## config.mk

```make
export PLATFORM = sky130hd
export DESIGN_NAME = c3cf_cell
export DESIGN_NICKNAME = d
export VERILOG_FILES = /design/src/sv/c3cf_pkg.sv /design/src/sv/c3cf_cell.sv
export SDC_FILE = /design/constraint.sdc
export NUM_CORES = 2
export LEC_CHECK = 0
export BUFFER_PORTS_ARGS = -buffer_cell sky130_fd_sc_hd__buf_4
export CAP_MARGIN = 20
export CELL_PAD_IN_SITES_DETAIL_PLACEMENT = 1
export CELL_PAD_IN_SITES_GLOBAL_PLACEMENT = 1
export CORE_ASPECT_RATIO = 1.1
export CORE_UTILIZATION = 52
export CTS_BUF_LIST = sky130_fd_sc_hd__clkbuf_16
export DETAILED_ROUTE_END_ITERATION = 8
export PLACE_DENSITY_LB_ADDON = 0.1
export SLEW_MARGIN = 40
export SYNTH_ARGS = -nofsm -noshare
export SYNTH_HDL_FRONTEND = slang
export SYNTH_SLANG_ARGS = --single-unit
export TNS_END_PERCENT = 20
```

## constraint.sdc

```tcl
create_clock -name clk -period 14.1 [get_ports clk]
set_clock_uncertainty 0.05 [all_clocks]
set_input_delay 0.705 -clock clk [delete_from_list [all_inputs] [get_ports clk]]
set_output_delay 0.705 -clock clk [all_outputs]
set_load 0.005 [all_outputs]
```

## src/sv/c3cf_pkg.sv

```systemverilog
// Shared types and constants of the 3x3 clamp filter.
// Register map, reset values and the control structs between modules.
// No dependencies.
`default_nettype none

package c3cf_pkg;

    // Sample and port geometry
    localparam int SAMPLE_W     = 8;
    localparam int NUM_CH_PORTS = 4;
    localparam int PIXEL_MAX    = 255;

    // Configuration port geometry
    localparam int APB_ADDR_W = 5;
    localparam int APB_DATA_W = 32;

    // Register field widths
    localparam int WIDTH_W  = 11;
    localparam int HEIGHT_W = 13;
    localparam int NCH_W    = 3;
    localparam int KREG_W   = 24;

    // Largest frame height
    localparam logic [HEIGHT_W-1:0] HEIGHT_LIMIT = 13'd4096;

    // Register reset values
    localparam logic [WIDTH_W-1:0]  WIDTH_RESET  = 11'd640;
    localparam logic [HEIGHT_W-1:0] HEIGHT_RESET = 13'd480;
    localparam logic [NCH_W-1:0]    NCH_RESET    = 3'd3;
    localparam logic [KREG_W-1:0]   KLEFT_RESET  = 24'hFFFFFF;
    localparam logic [KREG_W-1:0]   KMID_RESET   = 24'hFF08FF;
    localparam logic [KREG_W-1:0]   KRIGHT_RESET = 24'hFFFFFF;

    // Register indexes (byte address = 4 * index)
    typedef enum logic [2:0] {
        REG_IMAGE_WIDTH      = 3'd0,
        REG_IMAGE_HEIGHT     = 3'd1,
        REG_CHANNEL_COUNT    = 3'd2,
        REG_KERNEL_COL_LEFT  = 3'd3,
        REG_KERNEL_COL_MID   = 3'd4,
        REG_KERNEL_COL_RIGHT = 3'd5
    } reg_idx_t;

    // Position of the current stream item relative to the frame
    typedef struct packed {
        logic emit;    // item completes a result
        logic last;    // result is the last pixel of the frame
        logic left;    // result pixel sits on the left edge
        logic right;   // result pixel sits on the right edge
        logic top;     // result pixel sits on the top row
        logic bottom;  // result pixel sits on the bottom row
    } pos_t;

    // Edge masking seen by one window column cell
    typedef struct packed {
        logic col_off;     // whole column lies outside the frame
        logic top_off;     // upper tap lies outside the frame
        logic bottom_off;  // lower tap lies outside the frame
    } cell_mask_t;

endpackage

`default_nettype wire

```

## src/sv/c3cf_cell.sv

```systemverilog
// One window column cell of the 3x3 clamp filter.
// Holds three taps per channel, shifts to its neighbor, forms a column sum.
// Depends on c3cf_pkg.
`default_nettype none

module c3cf_cell #(
    parameter int  MAX_CHANNELS = 4,
    parameter int  COEF_BITS    = 8,
    localparam int COL_W        = 3 * MAX_CHANNELS * c3cf_pkg::SAMPLE_W,
    localparam int PSUM_W       = COEF_BITS + c3cf_pkg::SAMPLE_W + 2
) (
    input  wire logic                             clk,
    input  wire logic                             rst_n,
    input  wire logic                             clear,
    input  wire logic                             shift,
    input  wire logic                             load,
    input  wire logic [COL_W-1:0]                 col_in,
    output logic      [COL_W-1:0]                 col_out,
    input  wire logic [3*COEF_BITS-1:0]           coef,
    input  c3cf_pkg::cell_mask_t                  mask,
    output logic      [MAX_CHANNELS*PSUM_W-1:0]   psum
);

    localparam int SW     = c3cf_pkg::SAMPLE_W;
    localparam int PROD_W = COEF_BITS + SW;

    logic [COL_W-1:0]               col_reg;
    logic [MAX_CHANNELS*PSUM_W-1:0] psum_reg, psum_next;

    // Hold the column taps, take the neighbor's column on each item
    always_ff @(posedge clk or negedge rst_n)
    begin
        if (!rst_n)
        begin
            col_reg <= '0;
        end
        else if (clear)
        begin
            col_reg <= '0;
        end
        else if (shift)
        begin
            col_reg <= col_in;
        end
    end

    // Weight the three taps of every channel and add the ones in frame
    always_comb
    begin
        logic signed [PSUM_W-1:0] acc;
        logic signed [PROD_W-1:0] tap, wgt, prod;
        psum_next = '0;
        for (int c = 0; c < MAX_CHANNELS; c++)
        begin
            acc = '0;
            for (int dy = 0; dy < 3; dy++)
            begin
                tap  = PROD_W'({1'b0, col_reg[(dy*MAX_CHANNELS + c)*SW +: SW]});
                wgt  = PROD_W'($signed(coef[dy*COEF_BITS +: COEF_BITS]));
                prod = tap * wgt;
                if (!((dy == 0) && mask.top_off) && !((dy == 2) && mask.bottom_off))
                begin
                    acc = acc + PSUM_W'(prod);
                end
            end
            if (mask.col_off)
            begin
                acc = '0;
            end
            psum_next[c*PSUM_W +: PSUM_W] = acc;
        end
    end

    // Register the column sums
    always_ff @(posedge clk)
    begin
        if (load)
        begin
            psum_reg <= psum_next;
        end
    end

    assign col_out = col_reg;
    assign psum    = psum_reg;

endmodule

`default_nettype wire

```

* Yosys cells after proc, flatten, opt, wreduce, memory -nomap -nowiden
Cells that the tools add are included.
Operators by class: muxes and demuxes 10, $add $sub $neg 8, multiply operators 12, reductions and logical operators 1
Operator list (count):
- $mul A9 B8 Y16 | 12
- $mux W96 | 2
- $add A18 B16 Y18 | 8
- $mux W18 | 8
- $reduce_bool A2 Y1 | 1
Word-level totals: logic and storage cells 33, input bits 128, register bits after elaboration 168

* Longest topological paths before layout
depth after elaboration 5, depth in mapped cells 36

* Least setup slack after synthesis
OpenSTA, ideal clock, no wires.
path kind input port to flip-flop, start in coef[7], end reg psum_reg[17] (netlist: psum[17]) (data pin), library setup time 266 ps, data arrival time 7318 ps, path slack 6466 ps, stages on the path 32, cells stage by stage clkbuf_1 > clkinv_1 > clkbuf_1 > fa_1 > fa_1 > inv_1 > fa_1 > inv_1 > fa_1 > inv_1 > ha_1 > a21oi_1 > o21bai_1 > a21oi_1 > o21ai_0 > xnor2_1 > nor2_1 > ha_1 > or3_1 > o31ai_1 > o21ai_0 > xnor2_1 > ha_1 > o21ai_0 > nand2b_1 > a211oi_1 > nor2_1 > o41ai_1 > or2_2 > a21oi_1 > xor2_1 > nor2_1
Between the ends: longest elaborated chain between the ends 5
RTL lines:
- start, declared | line c3cf_cell.sv:19 | input wire logic [3*COEF_BITS-1:0] coef,
- $mul A9 B8 Y16 (*) | line c3cf_cell.sv:60 | prod = tap * wgt;
- $mux W18 (*) | line c3cf_cell.sv:61 | if (!((dy == 0) && mask.top_off) && !((dy == 2) && mask.bottom_off))
- $add A18 B16 Y18 (*) | line c3cf_cell.sv:63 | acc = acc + PSUM_W'(prod);
- $add A18 B16 Y18 | line c3cf_cell.sv:63
- $mux W18 (*) | line c3cf_cell.sv:61
- end signal, assigned | line c3cf_cell.sv:79 | psum_reg <= psum_next;
- end, declared | line c3cf_cell.sv:28 | logic [MAX_CHANNELS*PSUM_W-1:0] psum_reg, psum_next;
Mark *: on every way between the ends. The rest lies on a longest branch, timed or not. A chain may end at the register's enable or synchronous reset.

* Worst setup path after layout
Ends and elaborated chain as after synthesis.

==> results.ini <==
[status]
outcome=finished with violations
violations=design-rule violations

[cells_and_area]
largest_reg_flops=96
regArea_mm2=0.00456
multi_input_area_mm2=0.0302
diodes=0
area_growth_pct=9.18
drive_above_1_share=0.0773
fin_nets=5799
fillers=8760

[route]
wirelength_um=111000
drt-initial-drc-count=1298
routedWlPerCell_um=19.9
drc=19
detail-route-antenna-nets=0
dr.pass1.iters=8
routed_via_density=5.53
vias=30800

[floorplan]
fp.coreArea_mm2=0.0730
fp.dieH_um=287
row_count=104
start_util=0.525
io_pins=296
die_area_mm2=0.0748
die_width_um=261

[power_and_ir_drop]
power.density_mw_per_mm2=140
vdd_drop_max_uv=119
leakage_uw=0.0220
fin_total_pwr_uw=5840

[synth]
ys_ff_latch=168
synthTopCellsByArea=fa_1, ha_1, inv_1
netlist-cell-type-count=66
avgSynthCellArea_um2=8.63
synth-edff-count=72
synth-seq-area-share=0.119
yosysWarnings=0
synthFlopType=dfrtp_1
synth.most_common_cell=inv_1
netlist_top_cells_count=inv_1, ha_1, and2_1, fa_1, nor2_1
synthCells=4441
syn_area_mm2=0.0383
yosys.area.top_type=fa_1
async_flop_share=0.571
synth.top_cell.area_share=0.236
syn-num-nets=5633

[timing]
slew_headroom=0.470
min_period_ns=7.74
finalCritPeriodShare=0.549
slew_viol_final=0
tightest_slew_ns=0.795
tns_ns=0
setup_viol=0
hold_viol=0
max_freq_ghz=0.129
rsz0062_at_grt=false

[cts]
tritoncts=yes
cts-resized-gates=0
post_cts_buffers=0
cts_buffers=17
clock_sinks=168
clk-insertion-delay-late_ns=0.53
hold_buffers=0
cts.path.max_buffers=2
clk_pin_slew_ns=0.08
cts_root_buffer=clkbuf_16
cts.htree.levels=4

[hold_path]
min_path_type=in2async

[global_route]
antenna_found_initial=1
grt_pass1_wl_um=179000
grt_max_degree=69
overflow=0
track_usage=0.306
first_global_vias=33600

[setup_path]
path_class=in2reg
worstSetupStartpointType=primary input
crit_slowest_cell=fa_1
critPathArrivalTime_ns=7.95
cp_num_buf_inv=6
worstPathRequired_ns=14.31
path_delay_family=adder cells
cp-end-kind=flip-flop
path_common_cell=fa_1
critical-path-max-stage-delay_ns=0.53
cp_max_fo=21

[placed_design]
gp_congestion=0.907
place.port_buffers=295
dpl.hpwl_um=89900

[flow_run]
maxCapViolCount=0

final cells by class:
type / instances / area share
timing repair buffer: 308 / 0.0560
clock buffer: 17 / 0.0102
inverter: 779 / 0.0699
multi-input combinational: 3333 / 0.722
clock inverter: 15 / 0.00386
tap: 954 / 0.0285
sequential: 168 / 0.109
final timing paths:
path / startpoint / endpoint / slack [ns] / cells after the start
worst max-delay path: coef[7] / psum[17]$_SDFFCE_PP0P_ / 6.36 / 32
worst min-delay path: rst_n / col_out[1]$_DFFE_PN0P_ / 0.16 / 1
worst max register to register: col_out[37]$_DFFE_PN0P_ / psum[17]$_SDFFCE_PP0P_ / 6.44 / 32
worst min register to register: col_out[22]$_DFFE_PN0P_ / col_out[22]$_DFFE_PN0P_ / 0.68 / 3
max in group asynchronous: rst_n / col_out[58]$_DFFE_PN0P_ / 12.80 / 3
min in group clk: col_in[41] / col_out[41]$_DFFE_PN0P_ / 0.37 / 3
power breakdown:
| group | switching, µW | internal, µW |
|---|---|---|
| registers | 104 | 647 |
| clock network | 266 | 250 |
| logic | 2650 | 1930 |
per-stage QoR:
stage / area, µm² / cells / utilization / hold WS (ns) / setup WS, ns
after floorplan: 38300 / 4441 / - / 0.359 / 6.47
after global placement: 41200 / 5540 / 0.564 / 0.653 / 6.01
after detailed placement: 41200 / 5540 / 0.564 / 0.669 / 5.83
after CTS: 41800 / 5572 / 0.572 / 0.147 / 6.40
after global routing: 41800 / 5574 / 0.573 / 0.198 / 5.89
final: 41800 / 5574 / 0.573 / 0.160 / 6.36
worst register-to-register path, delay by kind of cell (launching register included):
kind	cells	cell delay [ns]
XOR/XNOR	3	0.45
flip-flops	1	0.66
buffers and inverters	4	0.22
AO/OA/AOI/OAI	8	1.44
adder cells (fa/ha/maj)	7	3.01
AND/OR/NAND/NOR	10	1.59
cell usage in the layout, fill, tap and decap left out, drive strengths merged, types with 33 or more instances in the layout:
master and instances:
a21o 55, a21oi 192, and2 454, buf 308
dfrtp 96, edfxtp 72, fa 452, ha 612
inv 783, mux2i 111, nand2 281, nand2b 67
nand3 33, nor2 413, nor2b 42, nor3 45
o21ai 79, o21bai 52, xnor2 194, xor2 57
metal layers:
| layer | vias up | global-route usage | part of all wire |
|---|---|---|---|
| met5 | - | 0 | 0 |
| li1 | 14400 | - | - |
| met1 | 15700 | 0.401 | 0.45 |
| met3 | 151 | 0.0323 | 0.035 |
| met2 | 588 | 0.530 | 0.49 |
| met4 | 0 | 0.0893 | 0.028 |
cell families (layout without fill, tap and decap cells):
kind of cell,count (synthesis),after routing,share of synthesized area
AO/OA/AOI/OAI,522,522,0.0875
multiplexers,112,112,0.0293
XOR/XNOR,251,251,0.0574
adder cells (fa/ha/maj),1064,1064,0.436
flip-flops,168,168,0.119
AND/OR/NAND/NOR,1384,1384,0.179
buffers and inverters,940,1119,0.0922
Power figures use the tool's default switching activity.
