### src/sv/c3cf_pkg.sv
// Shared types and constants of the 3x3 clamp filter.
// Register map, reset values and the control structs between modules.
// No dependencies.
`default_nettype none

package c3cf_pkg;

    // Sample and port geometry
    localparam int SAMPLE_W     = 8;
    localparam int NUM_CH_PORTS = 4;
    localparam int PIXEL_MAX    = 255;

    // Configuration port geometry
    localparam int APB_ADDR_W = 5;
    localparam int APB_DATA_W = 32;

    // Register field widths
    localparam int WIDTH_W  = 11;
    localparam int HEIGHT_W = 13;
    localparam int NCH_W    = 3;
    localparam int KREG_W   = 24;

    // Largest frame height
    localparam logic [HEIGHT_W-1:0] HEIGHT_LIMIT = 13'd4096;

    // Register reset values
    localparam logic [WIDTH_W-1:0]  WIDTH_RESET  = 11'd640;
    localparam logic [HEIGHT_W-1:0] HEIGHT_RESET = 13'd480;
    localparam logic [NCH_W-1:0]    NCH_RESET    = 3'd3;
    localparam logic [KREG_W-1:0]   KLEFT_RESET  = 24'hFFFFFF;
    localparam logic [KREG_W-1:0]   KMID_RESET   = 24'hFF08FF;
    localparam logic [KREG_W-1:0]   KRIGHT_RESET = 24'hFFFFFF;

    // Register indexes (byte address = 4 * index)
    typedef enum logic [2:0] {
        REG_IMAGE_WIDTH      = 3'd0,
        REG_IMAGE_HEIGHT     = 3'd1,
        REG_CHANNEL_COUNT    = 3'd2,
        REG_KERNEL_COL_LEFT  = 3'd3,
        REG_KERNEL_COL_MID   = 3'd4,
        REG_KERNEL_COL_RIGHT = 3'd5
    } reg_idx_t;

    // Position of the current stream item relative to the frame
    typedef struct packed {
        logic emit;    // item completes a result
        logic last;    // result is the last pixel of the frame
        logic left;    // result pixel sits on the left edge
        logic right;   // result pixel sits on the right edge
        logic top;     // result pixel sits on the top row
        logic bottom;  // result pixel sits on the bottom row
    } pos_t;

    // Edge masking seen by one window column cell
    typedef struct packed {
        logic col_off;     // whole column lies outside the frame
        logic top_off;     // upper tap lies outside the frame
        logic bottom_off;  // lower tap lies outside the frame
    } cell_mask_t;

endpackage

`default_nettype wire

### src/sv/c3cf_ctrl.sv
// Stream position tracking for the 3x3 clamp filter.
// Column and row counters, line store addressing and edge flags.
// Depends on c3cf_pkg.
`default_nettype none

module c3cf_ctrl #(
    parameter int  MAX_WIDTH = 1024,
    localparam int AW        = $clog2(MAX_WIDTH),
    localparam int CW        = $clog2(MAX_WIDTH + 1)
) (
    input  wire logic                          clk,
    input  wire logic                          rst_n,
    input  wire logic                          accept,
    input  wire logic                          restart,
    input  wire logic [CW-1:0]                 w_eff,
    input  wire logic [c3cf_pkg::HEIGHT_W-1:0] h_eff,
    output logic      [AW-1:0]                 rd_addr,
    output logic      [AW-1:0]                 wr_addr,
    output c3cf_pkg::pos_t                     pos
);

    localparam int HW = c3cf_pkg::HEIGHT_W;

    logic [AW-1:0] col_reg, col_next;
    logic [HW-1:0] row_reg, row_next;
    logic [AW-1:0] px, col_step;
    logic [HW-1:0] py, row_step, h_p1;
    logic [CW-1:0] col_inc;

    // Locate the result pixel that the current item completes
    always_comb
    begin
        h_p1 = h_eff + HW'(1);
        pos  = '0;
        if (col_reg != '0)
        begin
            pos.emit = (row_reg >= HW'(1)) && (row_reg <= h_eff);
            px       = col_reg - AW'(1);
            py       = row_reg - HW'(1);
        end
        else
        begin
            pos.emit = (row_reg >= HW'(2)) && (row_reg <= h_p1);
            pos.last = (row_reg == h_p1);
            px       = AW'(w_eff - CW'(1));
            py       = row_reg - HW'(2);
        end
        pos.left   = (px == '0);
        pos.right  = ((CW'(px) + CW'(1)) >= w_eff);
        pos.top    = (py == '0);
        pos.bottom = (({1'b0, py} + (HW + 1)'(1)) >= {1'b0, h_eff});
    end

    // Advance the counters, wrap at row and frame ends
    always_comb
    begin
        col_inc  = CW'(col_reg) + CW'(1);
        col_step = '0;
        row_step = '0;
        if (!pos.last)
        begin
            if (col_inc >= w_eff)
            begin
                col_step = '0;
                row_step = row_reg + HW'(1);
            end
            else
            begin
                col_step = AW'(col_inc);
                row_step = row_reg;
            end
            if (row_step > h_p1)
            begin
                row_step = '0;
            end
        end
        priority if (restart)
        begin
            col_next = '0;
            row_next = '0;
        end
        else if (accept)
        begin
            col_next = col_step;
            row_next = row_step;
        end
        else
        begin
            col_next = col_reg;
            row_next = row_reg;
        end
    end

    // Hold the counters
    always_ff @(posedge clk or negedge rst_n)
    begin
        if (!rst_n)
        begin
            col_reg <= '0;
            row_reg <= '0;
        end
        else
        begin
            col_reg <= col_next;
            row_reg <= row_next;
        end
    end

    // Read ahead at the column the next item will use
    assign rd_addr = col_next;
    assign wr_addr = col_reg;

endmodule

`default_nettype wire

### config.mk
export PLATFORM = sky130hd
export DESIGN_NAME = c3cf_ctrl
export DESIGN_NICKNAME = d
export VERILOG_FILES = /design/src/sv/c3cf_pkg.sv /design/src/sv/c3cf_ctrl.sv
export SDC_FILE = /design/constraint.sdc
export NUM_CORES = 1
export LEC_CHECK = 0
export BUFFER_PORTS_ARGS = -buffer_cell sky130_fd_sc_hd__buf_2
export CORE_ASPECT_RATIO = 1.25
export CORE_MARGIN = 1.5
export CORE_UTILIZATION = 45
export CTS_BUF_LIST = sky130_fd_sc_hd__clkbuf_4 sky130_fd_sc_hd__clkbuf_8 sky130_fd_sc_hd__clkbuf_16
export CTS_CLUSTER_DIAMETER = 80
export DETAILED_ROUTE_END_ITERATION = 8
export PLACE_DENSITY = 0.74
export SLEW_MARGIN = 10
export SYNTH_ARGS = -nofsm -noshare
export SYNTH_HDL_FRONTEND = slang
export SYNTH_SLANG_ARGS = --single-unit
### constraint.sdc
create_clock -name clk -period 4.56 [get_ports clk]
set_input_delay 0.456 -clock clk [delete_from_list [all_inputs] [get_ports clk]]
set_output_delay 0.456 -clock clk [all_outputs]
set_load 0.02 [all_outputs]
; Word-level counts from Yosys, hierarchy flattened
; Cells that the tools add are included.
[op_classes]
addsub = 9
reduce_logical = 6
magnitude_cmp = 8
eq_ne = 1
n_mux = 14
[ops]
columns = operator, count
row1 = 2-to-1 mux 13 bit, 7
row2 = 2-to-1 mux 10 bit, 5
row3 = adder 13 x 1 -> 13 bit (second input constant), 2
row4 = less-or-equal comparator 13 bit, 2
row5 = adder 10 x 1 -> 11 bit (second input constant), 2
row6 = >= comparator 11 bit, 2
row7 = subtractor 10 x 1 -> 10 bit (second input constant), 2
row8 = adder 13 x 1 -> 14 bit (second input constant), 1
row9 = >= comparator 14 x 13 -> 1 bit, 1
row10 = == test 13 bit, 1
row11 = >= comparator 13 x 1 -> 1 bit (second input constant), 1
row12 = >= comparator 13 x 2 -> 1 bit (second input constant), 1
row13 = > comparator 13 bit, 1
row14 = logical NOT 13 bit, 1
row15 = subtractor 13 x 1 -> 13 bit (second input constant), 1
row16 = subtractor 13 x 2 -> 13 bit (second input constant), 1
row17 = logical NOT 10 bit, 1
row18 = nonzero test 10 bit, 1
row19 = logical AND 1 bit, 2
row20 = 2-to-1 mux 1 bit, 2
row21 = nonzero test 2 bit, 1
[word_totals]
output_inout_bits = 26
ff_bits = 23
elab_cells = 40
in_bits = 28

; Depth between registers and ports, before layout
[logic_depth]
depth_word = 9
mapped_depth = 24

; Worst setup path before layout
; OpenSTA, ideal clock, no wires.
[synth_timing]
kind = register to output
start = register col_reg[0] (netlist: wr_addr[0])
end = output pos[2] (netlist bit)
stages_incl_launch_ff = 22
n_path_buf = 2
path_slack_ns = -0.255
t_arrival_ns = 4.359
path_cell_list = dfrtp_1 > inv_1 > ha_1 > or3b_1 > buf_2 > nor3_4 > buf_4 > nand2_1 > o21ai_0 > inv_1 > ha_1 > and2_1 > nand4_1 > o2111a_1 > o21ai_1 > nor3_1 > mux2i_1 > xor2_1 > ha_1 > a2111oi_0 > a21oi_1 > a211o_1
[synth_lines]
columns = element, line_no
row1 = start: declaration, c3cf_ctrl.sv:24  ; logic [AW-1:0] col_reg, col_next;
row2 = start signal: assignment, c3cf_ctrl.sv:104  ; col_reg <= col_next;
row3 = end: declaration, c3cf_ctrl.sv:19  ; output c3cf_pkg::pos_t pos

==> impl_metrics.tcl <==
set metrics [dict create \
    status "finished with violations" \
    violations "setup timing" \
    endpoint "pos[2]" \
    cp-startpoint "wr_addr[1]$_DFF_PN0_" \
    powerDensity_nw_per_um2 160.3 \
    path_max_fanout 6 \
    cts_tree "done" \
    critPathArrivalTime_ns 4.24 \
    die-area_sq_um 11270 \
    switching_power_w 0.0003897 \
    dpl_cell_area_sq_um 5592 \
    synth_edf_count 0 \
    multiInputGateArea_sq_um 4219 \
    synthFlopType "dfrtp_1" \
    clk_path_buf_depth 2 \
    post_drt_wl_per_cell_um 18.55 \
    reg2reg_depth 23 \
    grt_pass1_wl_um 25100 \
    portBuffers 53 \
    required_ns 4.10 \
    switching_share_pct 39.74 \
    design_area_sq_um 6120 \
    relSlewSlack_pct 32.99 \
    largest_reg_flops 13 \
    gr-usage-all-layers_pct 28.05 \
    cts_max_level 1 \
    combPwrFrac_pct 58.6 \
    antenna_cells 0 \
    ios 54 \
    maxCapViolCount 0 \
    gp_congestion 0.9607 \
    num-fill-cells 883 \
    hold_violations 0 \
    cp_slowest_stage_delay_ns 0.42 \
    clock_skew_ns 0.004718 \
    synthCells 610 \
    period_share_pct 102.9 \
    drv_slew 0 \
    worstSetupPathType "flop to output pin" \
    num_rows 41 \
    fin_util_pct 59.95 \
    coreArea_sq_um 10210 \
    grt_pass1_vias 5251 \
    cellInternalPower_w 0.0005910 \
    cpMaxStageDelayCell "dfrtp_2" \
    critPathCaptureType "output pin" \
    clock_latency_ns 0.27 \
    start_util_pct 46.91 \
    final_cell_mix "84 x ha_1, 78 x buf_4, 52 x buf_2" \
    numCtsBuffers 3 \
    worstPathCellList "inv_2, ha_4, or3b_4, nor3_4, buf_6, nand2_4, o21ai_4, inv_2, ha_4, buf_4, xor2_1, or2_4, nor3_2, mux2i_1, xor2_1, ha_1, a2111oi_4, a21oi_1, a211o_1, buf_6" \
    drtAntennaViolNets 0 \
    drt_iter0_drc 316 \
    hp-class "input port to async pin" \
    fmax_mhz 213.2 \
    antenna_found_initial 0 \
    dp_worst_setup_slack_ns -0.1426 \
    regArea_sq_um 580.6 \
    syn_avg_cell_area_sq_um 7.850 \
    power_frac_clock_pct 20.2 \
    synth_cell_types 72 \
    syn_area_sq_um 4788 \
    period_minus_slack_ns 4.691 \
    vias_per_cell 6.088 \
    drc_errors 0 \
    rsz0062_at_grt "true" \
    clk_pin_slew_worst_paths_ns 0.06 \
    worst_slew_pin_slew_ns 1.001 \
    firstDrtPassIters 5 \
    vias 5193 \
    dp_hpwl_um 12460 \
    drive_gt1_share_pct 29.97 \
    p_leak_nw 2.983 \
    mostFrequentLayoutCell "ha_1" \
    die_x_um 95.27 \
    ir_worst_vdd_v 0.0001494 \
    fp.dieH_um 118.3 \
    p_seq_share_pct 21.1 \
    r2r_start "wr_addr[0]$_DFF_PN0_" \
    grt_max_degree 24 \
    cts.sinks 23 \
    syn_nets 726 \
    crit_path_start_kind "flop" \
    synth_seq_cells 23 \
    syn2layout_area_growth_pct 27.80 \
    ys_async_sr_fraction_pct 100.0 \
    finalNetCount 841 \
    fin_ws_ns -0.1311 \
    r2r_slack_ns 0.09 \
    finalSetupViolCount 2 \
    cts_root_buf "clkbuf_16" \
    r2r_end "row_reg[6]$_DFFE_PN0P_" \
    postRouteWirelength_um 15820 \
    overflow 0 \
    ys.warnings.count 0 \
    ys_seq_area_share_pct 12.02 \
]
==> cell families (layout without fill, tap and decap cells) <==
logic type               Yosys count  after routing  synth area share (%)
flip-flops                        23             23                 12.02
buffers and inverters             68            182                 5.983
AND/OR/NAND/NOR                  211            211                 23.75
multiplexers                       4              4                0.8623
adder cells (fa/ha/maj)           88             88                 22.99
XOR/XNOR                          64             64                 12.02
AO/OA/AOI/OAI                    152            152                 22.37
==> stage by stage <==
step / total power, W / hold slack [ns] / std cells / TNS [ns]
final: 0.0009807 / 0.1914 / 853 / -0.2500
after global routing: 0.001051 / 0.2187 / 853 / -1.020
after CTS: 0.0009473 / 0.2016 / 846 / -0.1827
after detailed placement: 0.0007048 / 0.4881 / 827 / -0.4572
after global placement: 0.0006846 / 0.4818 / 827 / -0.003225
after floorplan: 0.0005597 / 0.1604 / 610 / -0.01470
==> critical path: cells and delay by family (launching register included) <==
kind | cells | cell delay (ns)
and+or+nand+nor | 5 | 1.01
AOI/OAI and AO/OA | 4 | 0.72
adders and majority gates | 3 | 0.62
buffers and inverters | 5 | 0.58
DFF | 1 | 0.42
xor gates and xnor gates | 2 | 0.37
muxes | 1 | 0.25
==> synthesized netlist by cell type, types with 6 or more instances <==
cell type,n,area share (%)
a32o_1,6,1.3
nand2_1,38,3.0
clkbuf_1,14,1.1
nor2_1,48,3.8
xnor2_1,40,7.3
buf_2,7,0.73
o21ai_0,23,2.4
a31oi_1,8,1.0
xor2_1,22,4.0
dfrtp_1,23,12
nand3_1,27,2.8
nand4_1,13,1.7
ha_1,88,23
a21o_1,14,2.2
and3_1,9,1.2
nor2b_1,10,1.3
inv_1,40,3.1
nor3_1,17,1.8
nor4_1,8,1.0
o21a_1,6,0.94
o211ai_1,7,1.1
nand2b_1,9,1.2
a21oi_1,35,3.7
==> metal layers <==
layer | GRT usage (%) | vias up | share of wire [%]
li1 | - | 2457 | -
met1 | 31.34 | 2476 | 38
met2 | 50.62 | 203 | 53
met3 | 1.480 | 57 | 3.7
met4 | 16.60 | 0 | 5.0
met5 | 0 | - | 0
==> worst min-delay path by stage <==
stage / end / slack, ns / cells after the start
floorplan: row_reg[0]$_DFFE_PN0P_ / 0.16 / 0
global placement: row_reg[7]$_DFFE_PN0P_ / 0.48 / 1
detailed placement: row_reg[7]$_DFFE_PN0P_ / 0.49 / 1
CTS: row_reg[7]$_DFFE_PN0P_ / 0.20 / 1
global route: row_reg[7]$_DFFE_PN0P_ / 0.22 / 1
finish: wr_addr[6]$_DFF_PN0_ / 0.19 / 1
==> final cells by class <==
type                            instances  area share, %
Tap cell                              129          2.638
Multi-Input combinational cell        519          68.94
Timing Repair Buffer                  137          15.11
Inverter                               41          2.515
Sequential cell                        23          9.487
Clock inverter                          1        0.08178
Clock buffer                            3          1.227
==> power by group through the flow <==
stage / clock [W] / combinational (W) / sequential, W
floorplan: 0 / 0.000345 / 0.000214
global placement: 0 / 0.000473 / 0.000211
detailed placement: 0 / 0.000493 / 0.000212
CTS: 0.000203 / 0.000537 / 0.000207
global route: 0.000210 / 0.000634 / 0.000207
finish: 0.000198 / 0.000575 / 0.000207
==> what timing repair did <==
item | CTS | global route
cloned | 0 | 0
hold buffers | 0 | 0
resized for setup | 24 | 41
setup buffers | 15 | 7
endpoints found under the setup margin | 12 | 19
pin swaps | 17 | 14
(Power assumes the default switching activity.)
